==> src/mct_pkg.sv <==
// Shared types, register codes and helpers for the max-channel tone tint block.
// Depends on nothing; every other file of the block imports it.
package mct_pkg;

  localparam int CH_W    = 8;
  localparam int PIX_W   = 3 * CH_W;
  localparam int PROD_W  = 2 * CH_W;
  localparam int CFG_IDX_W = 3;
  localparam int CFG_DATA_W = PIX_W;
  localparam int MODE_W  = 2;

  // Configuration register indexes.
  localparam logic [CFG_IDX_W-1:0] REG_ENABLE = 3'd0;
  localparam logic [CFG_IDX_W-1:0] REG_TINT   = 3'd1;
  localparam logic [CFG_IDX_W-1:0] REG_BLEND  = 3'd2;
  localparam logic [CFG_IDX_W-1:0] REG_INVERT = 3'd3;

  // Blend mode codes; the unused code acts as replace.
  localparam logic [MODE_W-1:0] BLEND_REPLACE = 2'd0;
  localparam logic [MODE_W-1:0] BLEND_ADD     = 2'd1;
  localparam logic [MODE_W-1:0] BLEND_MEAN    = 2'd2;

  localparam logic [CH_W-1:0] CH_MAX = 8'hFF;
  localparam logic [PIX_W-1:0] TINT_RESET = 24'hFF_FFFF;

  // Register values seen by the datapath.
  typedef struct packed {
    logic              enable;
    logic [PIX_W-1:0]  tint;
    logic [MODE_W-1:0] mode;
    logic              invert;
  } mct_cfg_t;

  // Side information that travels with every pixel through the pipeline.
  typedef struct packed {
    logic [PIX_W-1:0] pixel;
    logic             bypass;
    logic             last;
  } mct_side_t;

  // Exact floor(p / 255) for any product of two 8-bit values.
  function automatic logic [CH_W-1:0] div255(input logic [PROD_W-1:0] p);
    logic [PROD_W:0] s;
    s = {1'b0, p} + {{(CH_W+1){1'b0}}, p[PROD_W-1:CH_W]} + {{PROD_W{1'b0}}, 1'b1};
    return s[PROD_W-1:CH_W];
  endfunction

  // Combines one source channel with its tinted value.
  function automatic logic [CH_W-1:0] combine(input logic [CH_W-1:0] a,
                                              input logic [CH_W-1:0] b,
                                              input logic [MODE_W-1:0] mode);
    logic [CH_W:0] s;
    logic [CH_W-1:0] r;
    s = {1'b0, a} + {1'b0, b};
    case (mode)
      BLEND_ADD:  r = s[CH_W] ? CH_MAX : s[CH_W-1:0];
      BLEND_MEAN: r = s[CH_W:1];
      default:    r = b;
    endcase
    return r;
  endfunction

endpackage

==> src/mct_cfg.sv <==
// Configuration register file of the max-channel tone tint block.
// Depends on mct_pkg for register codes and the configuration struct.
module mct_cfg (
  input  logic                         clk,
  input  logic                         rst_n,
  input  logic                         cfg_valid,
  output logic                         cfg_ready,
  input  logic [mct_pkg::CFG_IDX_W-1:0]  cfg_index,
  input  logic [mct_pkg::CFG_DATA_W-1:0] cfg_data,
  output mct_pkg::mct_cfg_t            cfg_o
);
  import mct_pkg::*;

  mct_cfg_t cfg_r;

  assign cfg_ready = 1'b1;
  assign cfg_o     = cfg_r;

  // Registers update on a write transfer; unknown indexes are ignored.
  always_ff @(posedge clk) begin
    if (!rst_n) begin
      cfg_r.enable <= 1'b1;
      cfg_r.tint   <= TINT_RESET;
      cfg_r.mode   <= BLEND_REPLACE;
      cfg_r.invert <= 1'b0;
    end else if (cfg_valid) begin
      case (cfg_index)
        REG_ENABLE: cfg_r.enable <= cfg_data[0];
        REG_TINT:   cfg_r.tint   <= cfg_data[PIX_W-1:0];
        REG_BLEND:  cfg_r.mode   <= cfg_data[MODE_W-1:0];
        REG_INVERT: cfg_r.invert <= cfg_data[0];
        default: ;
      endcase
    end
  end

endmodule

==> src/mct_depth.sv <==
// First pipeline stage: depth as the largest channel, optionally inverted.
// Depends on mct_pkg for widths and the side-information struct.
module mct_depth (
  input  logic                    clk,
  input  logic                    rst_n,
  input  logic                    en,
  input  logic                    valid_i,
  input  logic [mct_pkg::PIX_W-1:0] pixel_i,
  input  logic                    skip_i,
  input  logic                    last_i,
  input  mct_pkg::mct_cfg_t       cfg_i,
  output logic                    valid_o,
  output mct_pkg::mct_side_t      side_o,
  output logic [mct_pkg::CH_W-1:0]  depth_o
);
  import mct_pkg::*;

  logic            valid_r;
  mct_side_t       side_r;
  logic [CH_W-1:0] depth_r;
  logic [CH_W-1:0] red, green, blue, rg_max, max_nxt, depth_nxt;

  // Largest channel, then inversion.
  always_comb begin
    red       = pixel_i[3*CH_W-1:2*CH_W];
    green     = pixel_i[2*CH_W-1:CH_W];
    blue      = pixel_i[CH_W-1:0];
    rg_max    = (green > red) ? green : red;
    max_nxt   = (blue > rg_max) ? blue : rg_max;
    depth_nxt = cfg_i.invert ? (CH_MAX - max_nxt) : max_nxt;
  end

  always_ff @(posedge clk) begin
    if (!rst_n) begin
      valid_r <= 1'b0;
    end else if (en) begin
      valid_r <= valid_i;
    end
  end

  always_ff @(posedge clk) begin
    if (en) begin
      side_r.pixel  <= pixel_i;
      side_r.bypass <= skip_i | ~cfg_i.enable;
      side_r.last   <= last_i;
      depth_r       <= depth_nxt;
    end
  end

  assign valid_o = valid_r;
  assign side_o  = side_r;
  assign depth_o = depth_r;

endmodule

==> src/mct_scale.sv <==
// Second pipeline stage: depth times each tint channel, one 8x8 multiply each.
// Depends on mct_pkg for widths and the side-information struct.
module mct_scale (
  input  logic                      clk,
  input  logic                      rst_n,
  input  logic                      en,
  input  logic                      valid_i,
  input  mct_pkg::mct_side_t        side_i,
  input  logic [mct_pkg::CH_W-1:0]    depth_i,
  input  mct_pkg::mct_cfg_t         cfg_i,
  output logic                      valid_o,
  output mct_pkg::mct_side_t        side_o,
  output logic [2:0][mct_pkg::PROD_W-1:0] prod_o
);
  import mct_pkg::*;

  logic                   valid_r;
  mct_side_t              side_r;
  logic [2:0][PROD_W-1:0] prod_r;

  always_ff @(posedge clk) begin
    if (!rst_n) begin
      valid_r <= 1'b0;
    end else if (en) begin
      valid_r <= valid_i;
    end
  end

  // Channel 0 is blue, 2 is red.
  always_ff @(posedge clk) begin
    if (en) begin
      side_r <= side_i;
      for (int c = 0; c < 3; c++) begin
        prod_r[c] <= {{CH_W{1'b0}}, depth_i} * {{CH_W{1'b0}}, cfg_i.tint[c*CH_W +: CH_W]};
      end
    end
  end

  assign valid_o = valid_r;
  assign side_o  = side_r;
  assign prod_o  = prod_r;

endmodule

==> src/mct_blend.sv <==
// Third pipeline stage: divide by 255, blend with the source, output register.
// Depends on mct_pkg for div255, combine and the side-information struct.
module mct_blend (
  input  logic                      clk,
  input  logic                      rst_n,
  input  logic                      en,
  input  logic                      valid_i,
  input  mct_pkg::mct_side_t        side_i,
  input  logic [2:0][mct_pkg::PROD_W-1:0] prod_i,
  input  mct_pkg::mct_cfg_t         cfg_i,
  output logic                      valid_o,
  output logic [mct_pkg::PIX_W-1:0]   pixel_o,
  output logic                      last_o
);
  import mct_pkg::*;

  logic             valid_r;
  logic [PIX_W-1:0] pixel_r;
  logic             last_r;
  logic [PIX_W-1:0] blended;

  // Exact quotient per channel, then the selected blend.
  always_comb begin
    for (int c = 0; c < 3; c++) begin
      blended[c*CH_W +: CH_W] = combine(side_i.pixel[c*CH_W +: CH_W],
                                        div255(prod_i[c]), cfg_i.mode);
    end
  end

  always_ff @(posedge clk) begin
    if (!rst_n) begin
      valid_r <= 1'b0;
    end else if (en) begin
      valid_r <= valid_i;
    end
  end

  always_ff @(posedge clk) begin
    if (en) begin
      pixel_r <= side_i.bypass ? side_i.pixel : blended;
      last_r  <= side_i.last;
    end
  end

  assign valid_o = valid_r;
  assign pixel_o = pixel_r;
  assign last_o  = last_r;

endmodule

==> src/max_channel_tone_tint.sv <==
// Max-channel tone tint: three register stages (depth, multiply, divide and blend).
// One pixel per cycle, except while a finished pixel waits on a stalled output.
// All stages advance together whenever the output register is empty or taken.
// Synchronous active-low reset empties the pipeline and restores register defaults:
// enabled, white tint, replace mode, no inversion.
module max_channel_tone_tint (
  input  logic                           clk,
  input  logic                           rst_n,
  input  logic                           in_valid,
  output logic                           in_stall,
  input  logic [mct_pkg::PIX_W-1:0]        in_pixel_in,
  input  logic                           in_skip_frame,
  input  logic                           in_end_of_frame,
  output logic                           out_valid,
  input  logic                           out_stall,
  output logic [mct_pkg::PIX_W-1:0]        out_pixel_out,
  output logic                           out_frame_last,
  input  logic                           cfg_valid,
  output logic                           cfg_ready,
  input  logic [mct_pkg::CFG_IDX_W-1:0]    cfg_index,
  input  logic [mct_pkg::CFG_DATA_W-1:0]   cfg_data
);
  import mct_pkg::*;

  mct_cfg_t               cfg;
  logic                   en;
  logic                   d_valid, s_valid;
  mct_side_t              d_side, s_side;
  logic [CH_W-1:0]        d_depth;
  logic [2:0][PROD_W-1:0] s_prod;

  // The whole pipeline moves unless a finished pixel waits at the output.
  assign en       = ~(out_valid & out_stall);
  assign in_stall = ~en;

  mct_cfg u_cfg (
    .clk       (clk),
    .rst_n     (rst_n),
    .cfg_valid (cfg_valid),
    .cfg_ready (cfg_ready),
    .cfg_index (cfg_index),
    .cfg_data  (cfg_data),
    .cfg_o     (cfg)
  );

  mct_depth u_depth (
    .clk     (clk),
    .rst_n   (rst_n),
    .en      (en),
    .valid_i (in_valid),
    .pixel_i (in_pixel_in),
    .skip_i  (in_skip_frame),
    .last_i  (in_end_of_frame),
    .cfg_i   (cfg),
    .valid_o (d_valid),
    .side_o  (d_side),
    .depth_o (d_depth)
  );

  mct_scale u_scale (
    .clk     (clk),
    .rst_n   (rst_n),
    .en      (en),
    .valid_i (d_valid),
    .side_i  (d_side),
    .depth_i (d_depth),
    .cfg_i   (cfg),
    .valid_o (s_valid),
    .side_o  (s_side),
    .prod_o  (s_prod)
  );

  mct_blend u_blend (
    .clk     (clk),
    .rst_n   (rst_n),
    .en      (en),
    .valid_i (s_valid),
    .side_i  (s_side),
    .prod_i  (s_prod),
    .cfg_i   (cfg),
    .valid_o (out_valid),
    .pixel_o (out_pixel_out),
    .last_o  (out_frame_last)
  );

endmodule

==> config.mk <==
export PLATFORM = sky130hd
export DESIGN_NAME = max_channel_tone_tint
export DESIGN_NICKNAME = d
export VERILOG_FILES = /design/src/mct_pkg.sv /design/src/mct_cfg.sv /design/src/mct_depth.sv /design/src/mct_scale.sv /design/src/mct_blend.sv /design/src/max_channel_tone_tint.sv
export SDC_FILE = /design/constraint.sdc
export NUM_CORES = 1
export LEC_CHECK = 0
export BUFFER_PORTS_ARGS = -buffer_cell sky130_fd_sc_hd__buf_2
export CAP_MARGIN = 5
export CORE_MARGIN = 4
export CORE_UTILIZATION = 44
export CTS_BUF_LIST = sky130_fd_sc_hd__clkbuf_8
export CTS_CLUSTER_DIAMETER = 200
export DETAILED_ROUTE_END_ITERATION = 10
export GPL_TIMING_DRIVEN = 1
export SYNTH_ARGS = -nofsm -noshare
export SYNTH_HDL_FRONTEND = slang
export SYNTH_SLANG_ARGS = --single-unit
export TNS_END_PERCENT = 5
==> constraint.sdc <==
create_clock -name clk -period 5.6 [get_ports clk]
set_clock_uncertainty 0.2 [all_clocks]
set_input_delay 1.12 -clock clk [delete_from_list [all_inputs] [get_ports clk]]
set_output_delay 1.12 -clock clk [all_outputs]
set_load 0.03 [all_outputs]
==> results of run 1 <==
==> worst max path at each step <==
stage | to | startpoint | cells past startpoint
2_1_floorplan | in_stall | out_stall | 2
3_3_place_gp | u_scale.prod_o[31]$_DFFE_PN_ | u_depth.depth_o[6]$_DFFE_PN_ | 12
3_5_place_dp | u_scale.prod_o[31]$_DFFE_PN_ | u_depth.depth_o[6]$_DFFE_PN_ | 14
4_1_cts | u_scale.prod_o[31]$_DFFE_PN_ | u_depth.depth_o[6]$_DFFE_PN_ | 14
5_1_grt | u_scale.prod_o[31]$_DFFE_PN_ | u_depth.depth_o[2]$_DFFE_PN_ | 15
6_report | u_scale.prod_o[31]$_DFFE_PN_ | u_depth.depth_o[6]$_DFFE_PN_ | 12
==> per-stage QoR <==
step                      worst slack [ps]  area (um^2)
after global routing                   172        16100
after floorplan                        925        14800
after global placement                 625        15700
final                                  469        16100
after detailed placement               483        15700
after CTS                              459        16100
==> critical path, cell delays in order (launching register included) <==
cell	delay, ps
edfxtp_1	1040
and2_1	270
fa_1	430
fa_1	510
fa_1	490
inv_1	50
fa_1	470
inv_1	40
ha_1	210
o41ai_1	500
o21ai_1	160
o41ai_1	360
xnor2_1	130
==> area by class of cell <==
type	instances	area, um^2
tap	442	553
clock buffer	17	234
sequential	164	4610
fill	3134	16700
multi-input combinational	1078	9300
inverter	196	736
clock inverter	14	188
timing repair buffer	95	503
==> metal layers <==
layer	track usage, %	vias to the layer above
met2	30.3	201
li1	-	5173
met3	3.43	34
met5	0	-
met4	5.36	0
met1	27.3	5017
==> cell usage in the layout, fill, tap and decap left out, types with 31 or more instances in the layout <==
cell type / netlist / final
buf_2: 1 / 84
nand3_1: 45 / 45
fa_1: 111 / 111
nand2_1: 117 / 116
o21ai_0: 33 / 33
a21oi_1: 43 / 43
edfxtp_1: 133 / 133
nor2_1: 59 / 59
dfxtp_1: 31 / 31
xnor2_1: 43 / 43
and2_1: 176 / 176
inv_1: 195 / 195
xor2_1: 35 / 35
ha_1: 175 / 175
==> logic make-up (layout without fill, tap and decap cells) <==
group	Yosys count	count (layout)	share of synthesized area [%]
muxes	4	4	0.271
adders and majority gates	286	286	29.8
and+or+nand+nor	473	473	16.8
DFF	164	164	31.2
other	1	1	0.0253
AOI/OAI and AO/OA	236	236	11.3
xor gates and xnor gates	78	78	4.62
buffers and inverters	236	322	6.05
==> sequential cells by signal (all words and copies together), names as in the netlist <==
name             flops
u_blend.last_o       1
u_blend.valid_o      1
u_blend.pixel_o     24
u_depth.depth_o      8
u_cfg.cfg_o         28
u_scale.valid_o      1
u_depth.side_o      26
u_scale.prod_o      48
u_scale.side_o      26
u_depth.valid_o      1
==> Yosys cell counts, drive strengths merged (3+ instances only) <==
master  number  area [um^2]
nand4        3         18.8
nand3       45          225
a31o         4         35.0
dfxtp       31          621
or2          6         37.5
o22ai        6         37.5
xor2        35          307
o31a         3         26.3
nand2      117          439
and4         3         26.3
xnor2       43          377
inv        195          732
a21oi       45          240
a221o        6         60.1
nor3        15         86.3
fa         111         2220
a31oi       12         75.1
nor3b        4         30.0
ha         175         2190
o221a       11          124
o41ai        4         42.6
a21boi       4         30.0
o21ai       57          289
and3        12         75.1
o31ai        4         30.0
a221oi       7         67.6
o21a        11         82.6
nor2b        8         50.1
a211oi      10         80.1
a21o        21          158
and2       178         1120
o211ai      10         93.8
nor2        59          221
nand3b       3         22.5
or3          4         25.0
nand2b      12         75.1
clkbuf      36          135
a211o        4         35.0
buf          4         23.8
edfxtp     133         3990
mux2i        4         40.0
==> metrics.md, run 1 <==
| Metric | Value |
|---|---|
| Worst r2r path cells | 12 |
| Synth warnings | 0 |
| Number of flops mapped to enable cells by yosys | roughly 130 |
| Post-synthesis cell type count | between 70 and 80 |
| Root buffer cell | clkbuf_8 |
| Final Core Density | between 40% and 50% |
| Maxcap violations | 0 |
| Clk buf depth | 2 |
| CTS tree | yes |
| Hold_buf cts | 0 |
| Worst-path fanout max | 24 |
| Cts repair resizes | 0 |
| H-tree level count | 4 |
| Vias | 10400 |
| Num rows | 66 |
| Reg-to-reg startpoint | u_depth.depth_o[6]$_DFFE_PN_ |
| Final GP Congestion | 0.873 |
| Met2 WL | roughly 15000 um |
| Worst hold endpoint | u_scale.side_o[19]$_DFFE_PN_ |
| Fraction of layout cells with a size suffix above 1 | a little under a tenth |
| Worst Tran Pin Value | between 1000 and 1500 ps |
| Max Clk Rate | between 150 and 200 MHz |
| Total GRT Usage | between 10% and 20% |
| Period utilization | 91.6% |
| Drt first-iter violations | about 570 |
| Largest net degree at the start of global routing | roughly 70 |
| Hold_ws | approximately 220 ps |
| Slew Viols, Final | 0 |
| Final ANT Viol Nets | 0 |
| Mapped Cells | 1478 |
| Uppermost routed layer | met4 |
| Ys async rst share | 0% |
| Post-route insts no fill | around 2000 |
| Setup TNS | 0 ps |
| Die area | around 37000 um^2 |
| Hold Violations, Final | 0 |
| Ys flop type | edfxtp_1 |
| First-pass GRT wire length | between 50000 and 60000 um |
| Data arrival, critical path | between 5000 and 6000 ps |
| Drt wl/cell | approximately 17 um |
| # diodes | 0 |
| WP data required | about 5600 ps |
| Core area | ~33000 um^2 |
| Syn_nets | around 1800 |
| Met1 WL | about 16000 um |
| Reg2reg setup slack | 470 ps |
| Register clock-pin slew on the reported worst setup and hold paths | 110 ps |
| Ports | 86 |
| DR vias/cell | between 5 and 6 |
| Initial antenna violation count | 0 |
| Clock Latency Late Sink | 490 ps |
| #FFs+latches synth | roughly 160 |
| Iteration count of the initial detailed-routing pass | 5 |
| Total Nets Final | roughly 1900 |
| GR Overflow Total | 0 |
| Setup repair bufs after CTS | 0 |
| Worst hold path class | flip-flop to flip-flop |
| Syn Std Cell Area | 14800 um^2 |
| Setup Viol. Count Final | 0 |
| CTS sink cnt | between 150 and 200 |
| Met3 Routed Length | between 1500 and 2000 um |
| Area Overhead vs Synth | 9.02% |
| DPL Wire Length | between 20000 and 30000 um |
| Hold Crit Depth | 0 |
| Effective utilization at floorplan | 45.0% |
| Post-synthesis average cell area | 10.0 um^2 |
| HP Start | u_depth.side_o[19]$_DFFE_PN_ |
| Quantity of I/O buffers inserted on ports | 84 |
| Crit start category | flip-flop |
| Final WL | between 30000 and 40000 um |
| Cts bufs inserted | 17 |
| Vias in the first global route | 10600 |
| Crit Path Class | flip-flop to flip-flop |
| Status | finished clean |
| FF-to-FF End | u_scale.prod_o[31]$_DFFE_PN_ |
| Crit. End Element | flip-flop |
| Fin crit period | between 5000 and 6000 ps |
| Dpl cells | 1975 |
| Chip Width | approximately 190 um |
| Drc violations | 0 |
| Die Y | about 190 um |
| Slew margin rel. | 31.5% |
| RSZ-0062 raised after global routing | no |
| Sequential area share after synthesis | a little under a third |
Power of run 1 is left out: the tool's default activity adds up to more than one toggle a clock period on the data nets, which glitch-free logic cannot reach.
==> run 2, diff against run 1 <==
Settings changed: MAX_ROUTING_LAYER from default to met4.
==> run 2 against run 1 <==
  * Global-route usage rose by 0.56 points
  * Critical path depth rose by 5
  * Final cell count barely moved
==> metrics.md, run 2 (synthesis results as in run 1) <==
| Metric | Value |
|---|---|
| Status | finished clean (unchanged) |
| Period utilization | 90.3% (was 91.6%) |
| Sequence of cells on the critical path | buf_4 > and2_1 > fa_1 > inv_1 > fa_1 > inv_1 > fa_1 > inv_1 > fa_1 > inv_1 > ha_1 > o21a_1 > o31a_1 > o41ai_2 > o211ai_1 > o31ai_1 > xnor2_1 (was and2_1 > fa_1 > fa_1 > fa_1 > inv_1 > fa_1 > inv_1 > ha_1 > o41ai_1 > o21ai_1 > o41ai_1 > xnor2_1) |
| Effective utilization at floorplan | 45.0% (unchanged) |
| Largest net degree at the start of global routing | 87 (was 72) |
| Crit Path Class | flip-flop to flip-flop (unchanged) |
| Slowest CP cell | edfxtp_1 (unchanged) |
| DR vias/cell | 5.26 (was 5.20) |
| Drc violations | 0 (unchanged) |
| Drt first-iter violations | 694 (was 567) |
| Crit path largest cell delay | 550 ps (was 1040 ps) |
| RSZ-0062 raised after global routing | no (unchanged) |
| First-pass GRT wire length | 55700 um (was 55800 um) |
| Total Nets Final | 1894 (was 1896) |
| Final WL | 33800 um (was 33500 um) |
| Num rows | 66 (unchanged) |
| Area Overhead vs Synth | 9.08% (was 9.02%) |
| Max Clk Rate | 198 MHz (was 195 MHz) |
| Commonest cells after routing, fill and taps aside | inv_1 (195), and2_1 (176), ha_1 (175), edfxtp_1 (133), nand2_1 (116) (unchanged) |
| Final GP Congestion | 0.896 (was 0.873) |
| Quantity of I/O buffers inserted on ports | 84 (unchanged) |
| CTS sink cnt | 164 (unchanged) |
| Fraction of layout cells with a size suffix above 1 | 9.34% (was 9.40%) |
| Worst r2r path cells | 17 (was 12) |
| H-tree level count | 4 (unchanged) |
| Slew margin rel. | 26.2% (was 31.5%) |
| Most common cell after layout, fill and taps aside | inv_1 (unchanged) |
| Worst-path fanout max | 16 (was 24) |
| GR Overflow Total | 0 (unchanged) |
| Total GRT Usage | 19.8% (was 19.2%) |
| CTS tree | yes (unchanged) |
| Vias in the first global route | 10400 (was 10600) |
| Ports | 86 (unchanged) |
| Max reg flops | 48 (unchanged) |
| Crit start category | flip-flop (unchanged) |
| DPL Wire Length | 26200 um (about the same) |
| WP data required | 5660 ps (was 5630 ps) |
| Cts repair resizes | 0 (unchanged) |
| Chip Width | 191 um (unchanged) |
| Clock Latency Late Sink | 500 ps (was 490 ps) |
| Setup TNS | 0 ps (unchanged) |
| Final ANT Viol Nets | 0 (unchanged) |
| Initial antenna violation count | 2 (was 0) |
| Setup repair bufs after CTS | 0 (unchanged) |
| Hold Violations, Final | 0 (unchanged) |
| Fin crit period | 5060 ps (was 5130 ps) |
| Iteration count of the initial detailed-routing pass | 5 (unchanged) |
| Register clock-pin slew on the reported worst setup and hold paths | 120 ps (was 110 ps) |
| Slew Viols, Final | 0 (unchanged) |
| Worst hold path class | flip-flop to flip-flop (unchanged) |
| Core area | 32900 um^2 (unchanged) |
| Data arrival, critical path | 5120 ps (was 5170 ps) |
| Vias | 10600 (was 10400) |
| Hold_buf cts | 0 (unchanged) |
| Worst Tran Pin Value | 1110 ps (was 1030 ps) |
| Maxcap violations | 0 (unchanged) |
| Drt wl/cell | 16.8 um (was 16.7 um) |
| Die area | 36600 um^2 (unchanged) |
| Die Y | 191 um (unchanged) |
| Root buffer cell | clkbuf_8 (unchanged) |
| Hold Crit Depth | 0 (unchanged) |
| Crit. End Element | flip-flop (unchanged) |
| Setup Viol. Count Final | 0 (unchanged) |
| Cts bufs inserted | 17 (unchanged) |
| Clk buf depth | 2 (unchanged) |
-- run 2: worst max-delay path, delay by kind of cell (launching register included) --
kind,cells,cell delay (ps)
XOR/XNOR,1,110
AO/OA/AOI/OAI,5,1000
buffers and inverters,5,450
adder cells (fa/ha/maj),5,2330
AND/OR/NAND/NOR,1,170
flip-flops,1,550
-- run 2: cell type report --
type,count,area (um^2)
Fill cell,3149,16700
Multi-Input combinational cell,1078,9300
Sequential cell,164,4610
Inverter,196,736
Tap cell,442,553
Timing Repair Buffer,93,488
Clock buffer,17,234
Clock inverter,15,205
Antenna cell,2,5.00
-- run 2: path summary, 6_finish.rpt --
kind                                              startpoint                            to  slack (ps)
worst min-delay path             u_depth.side_o[2]$_DFFE_PN_   u_scale.side_o[2]$_DFFE_PN_         220
worst min register to register   u_depth.side_o[2]$_DFFE_PN_   u_scale.side_o[2]$_DFFE_PN_         220
worst max-delay path            u_depth.depth_o[5]$_DFFE_PN_  u_scale.prod_o[15]$_DFFE_PN_         540
worst max register to register  u_depth.depth_o[5]$_DFFE_PN_  u_scale.prod_o[15]$_DFFE_PN_         540
-- run 2: layer usage --
metal  global-route usage (%)  wire (um)  vias to the layer above
met5                        -          0                        -
li1                         -          -                     5170
met1                     27.9      16400                     5126
met3                     2.59       1340                       32
met2                     30.2      15400                      232
met4                     5.33        684                        0
-- run 2: stage by stage --
stage / setup WS, ps / util (%) / instances / hold WS [ps] / instance area [um^2]
floorplan: 925 / - / 1478 / 200 / 14800
global placement: 607 / 47.7 / 1973 / 201 / 15700
detailed placement: 547 / 47.7 / 1973 / 205 / 15700
CTS: 513 / 49.1 / 2005 / 225 / 16100
global route: 175 / 49.1 / 2007 / 226 / 16100
finish: 544 / 49.1 / 2007 / 223 / 16100
Power of run 2 is left out for the same reason.
